## src/sv/psrt_ram.sv

```systemverilog
// Generic single-port RAM with registered read.
// Depends on nothing.
`default_nettype none
module psrt_ram #(
    parameter int WIDTH = 32,
    parameter int DEPTH = 64
) (
    input  wire logic                     aclk,
    input  wire logic                     we,
    input  wire logic [$clog2(DEPTH)-1:0] addr,
    input  wire logic [WIDTH-1:0]         wdata,
    output logic      [WIDTH-1:0]         rdata
);
    logic [WIDTH-1:0] mem [DEPTH];

    // Read data is registered and shows the old contents during a write.
    always_ff @(posedge aclk) begin
        if (we) begin
            mem[addr] <= wdata;
        end
        rdata <= mem[addr];
    end
endmodule
`default_nettype wire

```

## config.mk

```make
export PLATFORM = sky130hd
export DESIGN_NAME = psrt_ram
export DESIGN_NICKNAME = d
export VERILOG_FILES = /design/src/sv/psrt_ram.sv
export SDC_FILE = /design/constraint.sdc
export NUM_CORES = 2
export LEC_CHECK = 0
export BUFFER_PORTS_ARGS = -buffer_cell sky130_fd_sc_hd__buf_4
export CAP_MARGIN = 40
export CORE_ASPECT_RATIO = 1.2
export CORE_MARGIN = 2
export CORE_UTILIZATION = 63
export CTS_CLUSTER_DIAMETER = 150
export DETAILED_ROUTE_END_ITERATION = 12
export HOLD_SLACK_MARGIN = 0.12
export PLACE_DENSITY_LB_ADDON = 0.3
export SYNTH_ARGS = -nofsm -noshare
export SYNTH_HDL_FRONTEND = slang
export SYNTH_SLANG_ARGS = --single-unit
```

## constraint.sdc

```tcl
create_clock -name aclk -period 4.8 [get_ports aclk]
set_input_delay 0.96 -clock aclk [delete_from_list [all_inputs] [get_ports aclk]]
set_output_delay 0.96 -clock aclk [all_outputs]
set_load 0.01 [all_outputs]
```

# After elaboration in Yosys (flattened, before gate mapping)
# Memory sizes are Yosys's and may differ from the RTL's. A register that Yosys moved wholly into a read port is not among the register bits.
# Index checks and enable logic that the tools add are counted.
dict set report word_totals {
  mem_bits_rw 2048
  reg_bits 0
  out_inout_bits 32
  mem_count 1
  word_cells 3
  inputBits 40
}
dict set report op_classes {
  muxes 2
}
# name depth word_bits read_ports rd_clocked_by_memory_dff write_ports line_no
set mem_list {}
lappend mem_list {mem 64 32 1 1 1 14} ;# logic [WIDTH-1:0] mem [DEPTH];
# cell count
set op_table {}
lappend op_table {{two-way mux 1 bit} 2}

# Longest topological paths before layout
dict set report depth {
  depth_word 2
  mapped_depth 13
  depth_no_buf 6
}

# Worst setup path before layout
# No wires, ideal clock.
dict set report synth_timing {
  kind {input -> register}
  startpoint {input addr[2]}
  endpoint {memory mem[15][0] (enable)}
  t_required_ns 4.379
  stages 8
  slack_ns 0.601
  n_path_buf 6
  arrival_time_ns 3.778
  cell_sequence {buf_2 -> buf_2 -> buf_2 -> buf_2 -> buf_2 -> buf_2 -> nand3_1 -> nor2_1}
}
# element line_no
set synth_lines {}
lappend synth_lines {{start, declared} 10} ;# input wire logic [$clog2(DEPTH)-1:0] addr,
lappend synth_lines {{end, declared} 14}
# Straight into the memory's write port.

==> reports/metrics.yaml <==
async_flop_share_pct: 0
cellPowerDensity_mw_per_mm2: 412.5
crit_path_end_kind: "register"
synth.distinct_cells: 56
final_cell_mix: "edfxtp_1 (2048), mux2i_1 (259), buf_4 (234)"
vias_per_cell: 7.107
postLayoutCoreUtil_pct: 71.80
yosys-top-cells-area: "edfxtp_1 (78%), mux2i_1 (3.3%), mux4_2 (2.7%)"
fin_crit_ps: 3459
top_usage_layer: "met2"
grt_usage_pct: 32.94
slew_headroom_pct: 36.50
synth_area_per_cell_sq_um: 18.62
io_buffer_count: 71
synth_top_family_by_area: "compound AO/OA/AOI/OAI gates"
rsz0062_at_grt: "false"
drive_above_1_share_pct: 19.68
hold_violations: 0
vias: 44393
clock_sinks: 2080
cp_max_fo: 54
grt_pass1_wl_um: 301300
final_common_cell: "edfxtp_1"
synth_compound_area_share_pct: 8.662
areaGrowthSynthToFinish_pct: 13.30
first_pass_iters: 7
cap_violations: 0
yosys.area.top_type: "edfxtp_1"
p_comb_share_pct: 5.4
crit_type: "in2reg"
grt_max_degree: 96
die_w_um: 327.1
p_switching_w: 0.007822
cts_buffers: 189
synth_nets: 4279
antenna_found_initial: 11
synth_edf_count: 2048
fmax_mhz: 289.1
dpl.cell_count: 5904
wl_per_cell_um: 33.61
synth.mux.area_fraction_pct: 8.121
post_cts_buffers: 0
dp_hpwl_um: 119400
ys.flop_type: "edfxtp_1"
p_int_w: 0.02906
clkTransAtPathRegs_ps: 60
htree_levels: 4
power_switching_share_pct: 21.21
clockRootBuffer: "clkbuf_16"
synthCells: 4239
critPathArrivalTime_ps: 4110
finalWirelength_um: 210000
drt_first_iter_violations: 6279
synth_top_area_share_pct: 77.92
seqPwrFrac_pct: 54.8
finalSetupViolations: 0
outcome: "finished, final reports clean"
rows: 142
final_nets: 4479
ctsHoldBuffers: 0
yosysSeqAreaShare_pct: 78.73
tns_ps: 0
drv_slew: 0
grt_overflow: 0
grt_pass1_vias: 43950
die_h_um: 391.7
stdcell_count: 6246
cts_tree: "yes"
globalplace.congestion: 0.9026
clk_path_buf_depth: 3
synth_xor_area_share_pct: 0
synth_seq_cells: 2080
worst_slew_pin_slew_ps: 946.8
clock_latency_ps: 810
drc: 0
use_met2_pct: 52.44
start_kind: "input port"
ioPinCount: 72
ant_nets: 0
coreArea_sq_mm: 0.1245
globalRouteMet1Util_pct: 42.76
start_util_pct: 63.37
clkPwrFrac_pct: 39.8
skew_ps: 29.26
fp.dieArea_sq_mm: 0.1281
period_share_pct: 72.06
ir_drop_uv: 326.7
cp.required_ps: 5450
yosys_warnings: 0
yosys.area_share.simple_pct: 2.806
worst_hold_path_type: "reg2reg"
yosys.area_share.adder_pct: 0
synthesis.area_sq_mm: 0.07893
grtUsageMet3_pct: 6.330
power_leakage_nw: 28.95
ctsResizeCount: 0
[worst max-delay path: stages]
cell	delay [ps]
buf_8	460
buf_4	340
nor2_4	180
buf_4	300
a22oi_1	220
o22ai_1	110
o21ai_0	170
or4b_1	670
or4_1	650
[synth_stat cells (83+ instances only)]
library cell	instances
a21oi_1	121
a221oi_1	175
a22oi_1	188
and3_1	85
buf_2	83
clkbuf_1	168
edfxtp_1	2048
mux2_2	147
mux2i_1	259
mux4_2	96
nor2_1	145
o21ai_0	84
o22ai_1	93
[flip-flops by register name, indices dropped and copies added (netlist names)]
name,count
rdata,32
mem,2048
[cell families (layout without fill, tap and decap cells)]
kind of cell	count (synthesis)	in the layout
flip-flops	2080	2080
AO/OA/AOI/OAI	933	933
multiplexers	502	502
buffers and inverters	300	649
AND/OR/NAND/NOR	424	424
other	0	2
[metrics by stage]
stage	instance area [sq um]	hold WS (ps)	total power (W)	setup WS, ps
2_1_floorplan	78930	563.9	0.02151	601.3
3_3_place_gp	83240	622.4	0.02247	573.4
3_5_place_dp	83430	636.5	0.02254	550.4
4_1_cts	89420	649.7	0.03692	1351
5_1_grt	89420	718.0	0.03770	1274
6_report	89420	634.6	0.03688	1341
[power by group through the flow]
stage / logic, W / registers (W) / clock network, W
after global routing: 0.00207 / 0.0202 / 0.0154
after CTS: 0.00197 / 0.0202 / 0.0148
after global placement: 0.00189 / 0.0206 / 0
after detailed placement: 0.00195 / 0.0206 / 0
final: 0.00199 / 0.0202 / 0.0147
after floorplan: 0.000962 / 0.0206 / 0
[layer usage]
layer	vias up	part of all wire [%]
li1	18028	-
met1	22500	34
met2	3236	48
met3	617	11
met4	12	6.6
met5	-	0.040
[area by class of cell]
class	instances	area, sq um
Clock buffer	247	5112
Timing Repair Buffer	307	3158
Fill cell	7169	35120
Sequential cell	2080	62140
Clock inverter	93	873.3
Antenna cell	2	5.005
Multi-Input combinational cell	1859	16050
Inverter	2	15.01
Tap cell	1656	2072
[final timing paths]
kind | cells past startpoint | to | slack, ps | start
setup / recovery | 9 | rdata[19] | 1340 | addr[0]
setup reg to reg | 5 | rdata[13] | 2120 | mem[21][13]
hold reg to reg | 3 | rdata[29] | 630 | mem[32][29]
hold / removal | 3 | rdata[29] | 630 | mem[32][29]
Power figures use the tool's default switching activity.
