<file path="src/sv/psrt_pkg.sv">
// Package for the point set rotate/translate block.
// Holds the CORDIC angle table, gain constant, opcodes and shared types.
// Depends on nothing.
`default_nettype none
package psrt_pkg;

    localparam int TableLen = 24;
    localparam int CordicW  = 44;
    localparam logic [31:0] InvGain = 32'h9B74EDA8;

    typedef enum logic [1:0] {
        OP_ADD      = 2'd0,
        OP_MOVE     = 2'd1,
        OP_MOVE_ALL = 2'd2,
        OP_NONE     = 2'd3
    } opcode_t;

    // One CORDIC job handed from the sequencer to the shared unit.
    typedef struct packed {
        logic                      start;
        logic                      vectoring;
        logic signed [CordicW-1:0] x0;
        logic signed [CordicW-1:0] y0;
        logic [31:0]               z0;
    } cordic_req_t;

    typedef struct packed {
        logic                      done;
        logic signed [CordicW-1:0] x;
        logic signed [CordicW-1:0] y;
        logic [31:0]               z;
    } cordic_rsp_t;

    function automatic logic [31:0] atan_turns(input logic [4:0] i);
        logic [31:0] v;
        case (i)
            5'd0:  v = 32'h20000000;
            5'd1:  v = 32'h12E4051E;
            5'd2:  v = 32'h09FB385B;
            5'd3:  v = 32'h051111D4;
            5'd4:  v = 32'h028B0D43;
            5'd5:  v = 32'h0145D7E1;
            5'd6:  v = 32'h00A2F61E;
            5'd7:  v = 32'h00517C55;
            5'd8:  v = 32'h0028BE53;
            5'd9:  v = 32'h00145F2F;
            5'd10: v = 32'h000A2F98;
            5'd11: v = 32'h000517CC;
            5'd12: v = 32'h00028BE6;
            5'd13: v = 32'h000145F3;
            5'd14: v = 32'h0000A2FA;
            5'd15: v = 32'h0000517D;
            5'd16: v = 32'h000028BE;
            5'd17: v = 32'h0000145F;
            5'd18: v = 32'h00000A30;
            5'd19: v = 32'h00000518;
            5'd20: v = 32'h0000028C;
            5'd21: v = 32'h00000146;
            5'd22: v = 32'h000000A3;
            5'd23: v = 32'h00000051;
            default: v = 32'h0;
        endcase
        return v;
    endfunction

endpackage
`default_nettype wire

</file>
<file path="src/sv/psrt_cordic.sv">
// Shared iterative CORDIC unit: one micro-rotation per cycle.
// Handles both vectoring and rotation. Depends on psrt_pkg.
`default_nettype none
module psrt_cordic #(
    parameter int STEPS = 16
) (
    input  wire logic                 aclk,
    input  wire logic                 aresetn,
    input  wire psrt_pkg::cordic_req_t req,
    output psrt_pkg::cordic_rsp_t     rsp
);
    import psrt_pkg::*;

    localparam int NIter = (STEPS < TableLen) ? STEPS : TableLen;

    logic signed [CordicW-1:0] x_reg, x_next, y_reg, y_next;
    logic [31:0]               z_reg, z_next;
    logic [4:0]                i_reg, i_next;
    logic                      busy_reg, busy_next, vec_reg, vec_next;
    logic                      done_reg, done_next;
    logic signed [CordicW-1:0] xs, ys;
    logic                      dir;

    assign xs  = x_reg >>> i_reg;
    assign ys  = y_reg >>> i_reg;
    // Vectoring drives y to zero; rotation drives z to zero.
    assign dir = vec_reg ? (y_reg > 0) : ~z_reg[31];

    always_comb begin
        x_next = x_reg; y_next = y_reg; z_next = z_reg;
        i_next = i_reg; busy_next = busy_reg; vec_next = vec_reg;
        done_next = 1'b0;
        if (req.start) begin
            x_next = req.x0; y_next = req.y0; z_next = req.z0;
            vec_next = req.vectoring; i_next = '0; busy_next = 1'b1;
        end else if (busy_reg) begin
            if (vec_reg) begin
                if (dir) begin
                    x_next = x_reg + ys; y_next = y_reg - xs;
                    z_next = z_reg + atan_turns(i_reg);
                end else begin
                    x_next = x_reg - ys; y_next = y_reg + xs;
                    z_next = z_reg - atan_turns(i_reg);
                end
            end else begin
                if (dir) begin
                    x_next = x_reg - ys; y_next = y_reg + xs;
                    z_next = z_reg - atan_turns(i_reg);
                end else begin
                    x_next = x_reg + ys; y_next = y_reg - xs;
                    z_next = z_reg + atan_turns(i_reg);
                end
            end
            i_next = i_reg + 5'd1;
            if (i_reg == 5'(NIter - 1)) begin
                busy_next = 1'b0;
                done_next = 1'b1;
            end
        end
    end

    always_ff @(posedge aclk) begin
        if (!aresetn) begin
            busy_reg <= 1'b0;
            done_reg <= 1'b0;
        end else begin
            busy_reg <= busy_next;
            done_reg <= done_next;
        end
        x_reg <= x_next; y_reg <= y_next; z_reg <= z_next;
        i_reg <= i_next; vec_reg <= vec_next;
    end

    assign rsp.done = done_reg;
    assign rsp.x    = x_reg;
    assign rsp.y    = y_reg;
    assign rsp.z    = z_reg;

    // A finished job always follows a busy phase.
    a_done_after_busy: assert property (@(posedge aclk) disable iff (!aresetn)
        rsp.done |-> $past(busy_reg))
        else $error("cordic done without busy");
    a_no_start_busy: assert property (@(posedge aclk) disable iff (!aresetn)
        req.start |-> !busy_reg)
        else $error("cordic restarted while busy");
    a_done_clears: assert property (@(posedge aclk) disable iff (!aresetn)
        rsp.done |=> !rsp.done)
        else $error("cordic done held");
endmodule
`default_nettype wire

</file>
<file path="config.mk">
export PLATFORM = sky130hd
export DESIGN_NAME = psrt_cordic
export DESIGN_NICKNAME = d
export VERILOG_FILES = /design/src/sv/psrt_pkg.sv /design/src/sv/psrt_cordic.sv
export SDC_FILE = /design/constraint.sdc
export NUM_CORES = 1
export LEC_CHECK = 0
export ABC_AREA = 1
export BUFFER_PORTS_ARGS = -buffer_cell sky130_fd_sc_hd__buf_4
export CELL_PAD_IN_SITES_DETAIL_PLACEMENT = 2
export CELL_PAD_IN_SITES_GLOBAL_PLACEMENT = 2
export CORE_ASPECT_RATIO = 1.1
export CORE_MARGIN = 5
export CORE_UTILIZATION = 29
export DETAILED_ROUTE_END_ITERATION = 12
export PLACE_DENSITY = 0.77
export RECOVER_POWER = 50
export SYNTH_ARGS = -nofsm -noshare
export SYNTH_HDL_FRONTEND = slang
export SYNTH_SLANG_ARGS = --single-unit
export TNS_END_PERCENT = 20
</file>
<file path="constraint.sdc">
create_clock -name aclk -period 4.3 [get_ports aclk]
set_input_delay 0 -clock aclk [delete_from_list [all_inputs] [get_ports aclk]]
set_output_delay 0 -clock aclk [all_outputs]
set_load 0.1 [all_outputs]
</file>
# Word-level counts from Yosys, hierarchy flattened
# Memories as Yosys holds them, arrays and structs flattened. A register that Yosys moved wholly into a read port is not among the register bits.
# Index checks and enable logic that the tools add are counted.
# word_totals
rom_bits,3840
output_inout_bits,121
reg_bits,128
n_memories,4
in_bits,124
# classes
n_reduce_logical,2
order_cmp,1
n_bitwise,3
n_eq_ne,1
mux,44
add_sub_neg,9
n_shift,2
# mem_list
memory,words,word_bits,read_ports,rd_clocked_by_memory_dff,wr,line,rtl
(name not given),32,30,1,1,0,psrt_pkg.sv:36,case (i)
(name not given),32,30,1,1,0,psrt_pkg.sv:36,
(name not given),32,30,1,1,0,psrt_pkg.sv:36,
(name not given),32,30,1,1,0,psrt_pkg.sv:36,
# op_table
operator,n
32-bit 2-to-1 mux,21
44-bit 2-to-1 mux,10
44-bit adder,2
44-bit by 5-bit >>> shifter with 44-bit output,2
44-bit subtractor,2
32-bit adder,2
32-bit subtractor,2
"44-bit by 1-bit > comparator with 1-bit output, second input constant",1
5-bit 2-to-1 mux,8
"5-bit by 1-bit adder with 5-bit output, second input constant",1
"5-bit by 4-bit equality test with 1-bit output, second input constant",1
1-bit 2-to-1 mux,5
1-bit NOT,3
3-bit OR reduction,1
2-bit nonzero test,1

# Longest topological paths before layout
# logic_depth
word_depth,11
mapped_depth,32

# Least setup slack after synthesis
# No wires, ideal clock.
# synth_path
path_type,register to register
startpoint,reg busy_reg
endpoint,reg with a tool-made name
n_path_buf,0
setup_ns,0.090
required_ns,4.210
arrival_ns,4.468
synth_period_minus_slack_ns,4.558
slack_ns,-0.258
stages_incl_launch_ff,9
cell_sequence,dfxtp_1 nor2_1 inv_1 o21ai_1 inv_1 ha_1 inv_1 maj3_1 o22ai_1
# synth_lines
item,line,rtl
"start, declared",psrt_cordic.sv:19,"logic busy_reg, busy_next, vec_reg, vec_next;"
"start signal, assigned",psrt_cordic.sv:67,busy_reg <= busy_next;

# Final worst setup path
# layout_path
startpoint,reg i_reg[0]
endpoint,"reg y_reg[28], data pin"
# layout_via
elab_chain_len,6
word_cells_on_any_way,8
# layout_lines
item,line,rtl
"start, declared",psrt_cordic.sv:18,"logic [4:0] i_reg, i_next;"
"start signal, assigned",psrt_cordic.sv:71,i_reg <= i_next; vec_reg <= vec_next;
44-bit by 5-bit >>> shifter with 44-bit output (*),psrt_cordic.sv:24,assign xs = x_reg >>> i_reg;
44-bit subtractor or 44-bit adder (tied branches),n/a,
"44-bit 2-to-1 mux, on equally long branches","psrt_cordic.sv:46, psrt_cordic.sv:38",
44-bit 2-to-1 mux (*),psrt_cordic.sv:37,if (vec_reg) begin
44-bit 2-to-1 mux (*),psrt_cordic.sv:36,end else if (busy_reg) begin
44-bit 2-to-1 mux (*),psrt_cordic.sv:33,if (req.start) begin
via y_next[28],psrt_cordic.sv:16,"logic signed [CordicW-1:0] x_reg, x_next, y_reg, y_next;"
"end signal, assigned",psrt_cordic.sv:70,x_reg <= x_next; y_reg <= y_next; z_reg <= z_next;
"end, declared",psrt_cordic.sv:16,
# Mark *: on every way through the listed nets, which the timed path passes. The rest lies on a longest branch. The select of a mux whose other input is x is not followed.
# A chain may end at the register's enable or synchronous reset.

==> summary.txt <==
Vias per cell - 5.60
CP arrival - 4.90 ns
DRC viols - 0
Post-route clock period utilization - 107%
Initial DRC Count - 3117
Commonest cells post-synth - nand2_1 (2150), inv_1 (852), nor2_1 (480)
Port bufs - 244
Routed len/inst - 28.1 microns
First-pass GRT wire length - 296 mm
Failing checks - setup timing
Total grt overflow - 0
Clock buffer count from CTS - 17
Yosys warns - 0
Status - complete, but fails checks
Post-synthesis sequential area ratio - 14.6%
Final cell count without fillers - 8031
Max Root-Sink Buffers - 2
CTS tree - built
Yosys reg bits - 158
Clk sinks - 158
Antenna violations before repair - 9
Worst r2r dst - y_reg[28]
LEAKAGE - 22.7 nW
Hold Path Stages - 2
Die H - 347 microns
Final WS setup - -0.306 ns
Worst VDD drop - 648 uV
Hold WS - 0.187 ns
RSZ-0062 raised after global routing - yes
FF-to-FF Start - i_reg[0]
Area contributors post-synth - nand2_1 (27%), edfxtp_1 (12%), ha_1 (11%), inv_1 (11%), nand3_1 (7.8%)
Crit path max-delay cell type - dfxtp_4
Area grow syn2layout - 42.6%
Cell row count - 123
Required @ worst endpoint - 4.59 ns
Hold Fails Final Rpt - 0
DRT Pass-1 Iters - 5
Worst reg2reg setup slack - -0.31 ns
Worst path most repeated cell - nand2_1
Pin count of the biggest net entering global routing - 107
Fin crit period - 4.61 ns
Slew Limit Fails - 0
Syn Nets - 5988
NumNets Final - 7021
Hold crit path type - primary input to flop
Top cell type's share of synthesized area - 26.9%
FMAX - 217 MHz
H-tree depth - 4
Max Clock Skew - 0.0334 ns
Cell Area, Synth - 0.0300 sq mm
Vias in the first global route - 47658
Antenna-violating nets left - 0
Critical setup path kind - flop to flop
CP startpoint kind - flop
RD Place Congestion - 0.968
Pwr dens - 1050 mW/mm^2
CP max FO - 8
Maxcap violations - 0
Layout cells sized above 1 - 22.3%
Critical Path Max Stage Delay - 0.48 ns
Root Buffer - clkbuf_16
Detailed Place HPWL - 160 mm
# setup viols final - 59
Dpl cells - 7829
Io pins - 245
Netlist cell types - 53
Average cell area after synthesis - 5.35 sq um
Ys async rst share - 0%
Hold Startpoint - req[120]
Mapped Cells - 5602
Final wirelength - 226 mm
Largest area contributor in the netlist - nand2_1
Die width - 317 microns
Slew HR - 8.24%
Via count - 44992
Core box area - 0.102 sq mm
Final instance area - 0.0427 sq mm
Clk slew on worst S/H paths - 0.10 ns
Skew-Pair Late Insertion Delay - 0.58 ns
Worst-Margin Slew - 1.38 ns
EDFF count, synth - 121
Most common cell in the netlist - nand2_1
Pwr Total - 44.9 mW
Critical Path End Type - flop
DP Area - 0.0389 sq mm
Worst Reg-to-Reg Cells - 29
Initial Util - 29.2%
GRT Overall Usage - 35.3%
Post-synth top flop - edfxtp_1
DIE AREA - 0.110 sq mm
Hold EP - vec_reg
## worst max-delay path by stage
| stage | end | start | slack (ns) | cells past startpoint |
|---|---|---|---|---|
| 2_1_floorplan | flop | busy_reg | 0.22 | 9 |
| 3_3_place_gp | x_reg[42] | y_reg[29] | -0.53 | 22 |
| 4_1_cts | y_reg[38] | i_reg[0] | -0.06 | 30 |
| 6_report | y_reg[28] | i_reg[0] | -0.31 | 29 |
| 3_5_place_dp | x_reg[40] | y_reg[29] | -0.62 | 24 |
| 5_1_grt | x_reg[35] | y_reg[34] | -0.45 | 30 |
## metrics by stage
stage          TNS, ns  setup WS [ns]  utilization, %
2_1_floorplan        0          0.220               -
3_3_place_gp    -11.00         -0.531            38.0
3_5_place_dp    -21.50         -0.624            38.0
4_1_cts         -0.240        -0.0550            40.3
5_1_grt         -16.45         -0.448            41.7
6_report         -7.48         -0.306            41.7
## report_power, final
part / leakage [nW] / internal, mW / switching (mW)
sequential: 1.54 / 2.32 / 0.969
combinational: 20.9 / 13.8 / 26.0
clock: 0.291 / 0.786 / 1.08
## what timing repair did
action                     CTS  global route
gates resized for setup    140           418
hold endpoints to repair   124             0
pin swaps                    4            33
setup endpoints to repair   73            74
buffers inserted             5            17
gates cloned                 0             2
hold buffers               138             0
## kinds of logic after synthesis
logic type / synth area share [%]
and+or+nand+nor: 43.1
DFF: 14.6
adders and majority gates: 11.1
AOI/OAI and AO/OA: 14.0
buffers and inverters: 14.2
muxes: 0.568
xor gates and xnor gates: 2.37
## per-layer routing
layer | track usage [%] | share of wire (%) | up-vias
met3 | 4.45 | 5.5 | 898
met2 | 62.3 | 47 | 1949
li1 | - | - | 19662
met1 | 41.4 | 39 | 22481
met5 | 0 | 0.0058 | -
met4 | 19.5 | 8.1 | 2
## layout by cell type, fill, tap and decap left out, drive strengths merged, types with 35 or more instances in the layout
cell type    netlist  routed
nor3              43      43
buf              128    1041
nand2           2154    2154
o21bai            35      35
dlygate4sd3        0     138
edfxtp           121     121
o21ai            428     428
nor2             482     482
dfxtp             37      37
ha               256     256
inv              864     873
a21oi            260     260
clkbuf            87      66
xor2              75      75
nand3            467     467
## worst max-delay path: cells and delay by family, from the launching register on
family                   cells  cell delay, ns
flip-flops                   1            0.48
AND/OR/NAND/NOR             17            1.81
buffers and inverters        8            1.10
AO/OA/AOI/OAI                3            0.47
adder cells (fa/ha/maj)      1            0.42
## area by class of cell
type | instances | area, sq um
multi-input combinational | 4364 | 23100
timing repair buffer | 1228 | 9680
sequential | 158 | 4390
fill | 12863 | 59800
clock inverter | 15 | 166
timing repair inverter | 1 | 8.76
inverter | 865 | 3270
clock buffer | 17 | 425
antenna | 8 | 20.0
tap | 1375 | 1720
No activity file was read; power rests on OpenSTA's default activity.
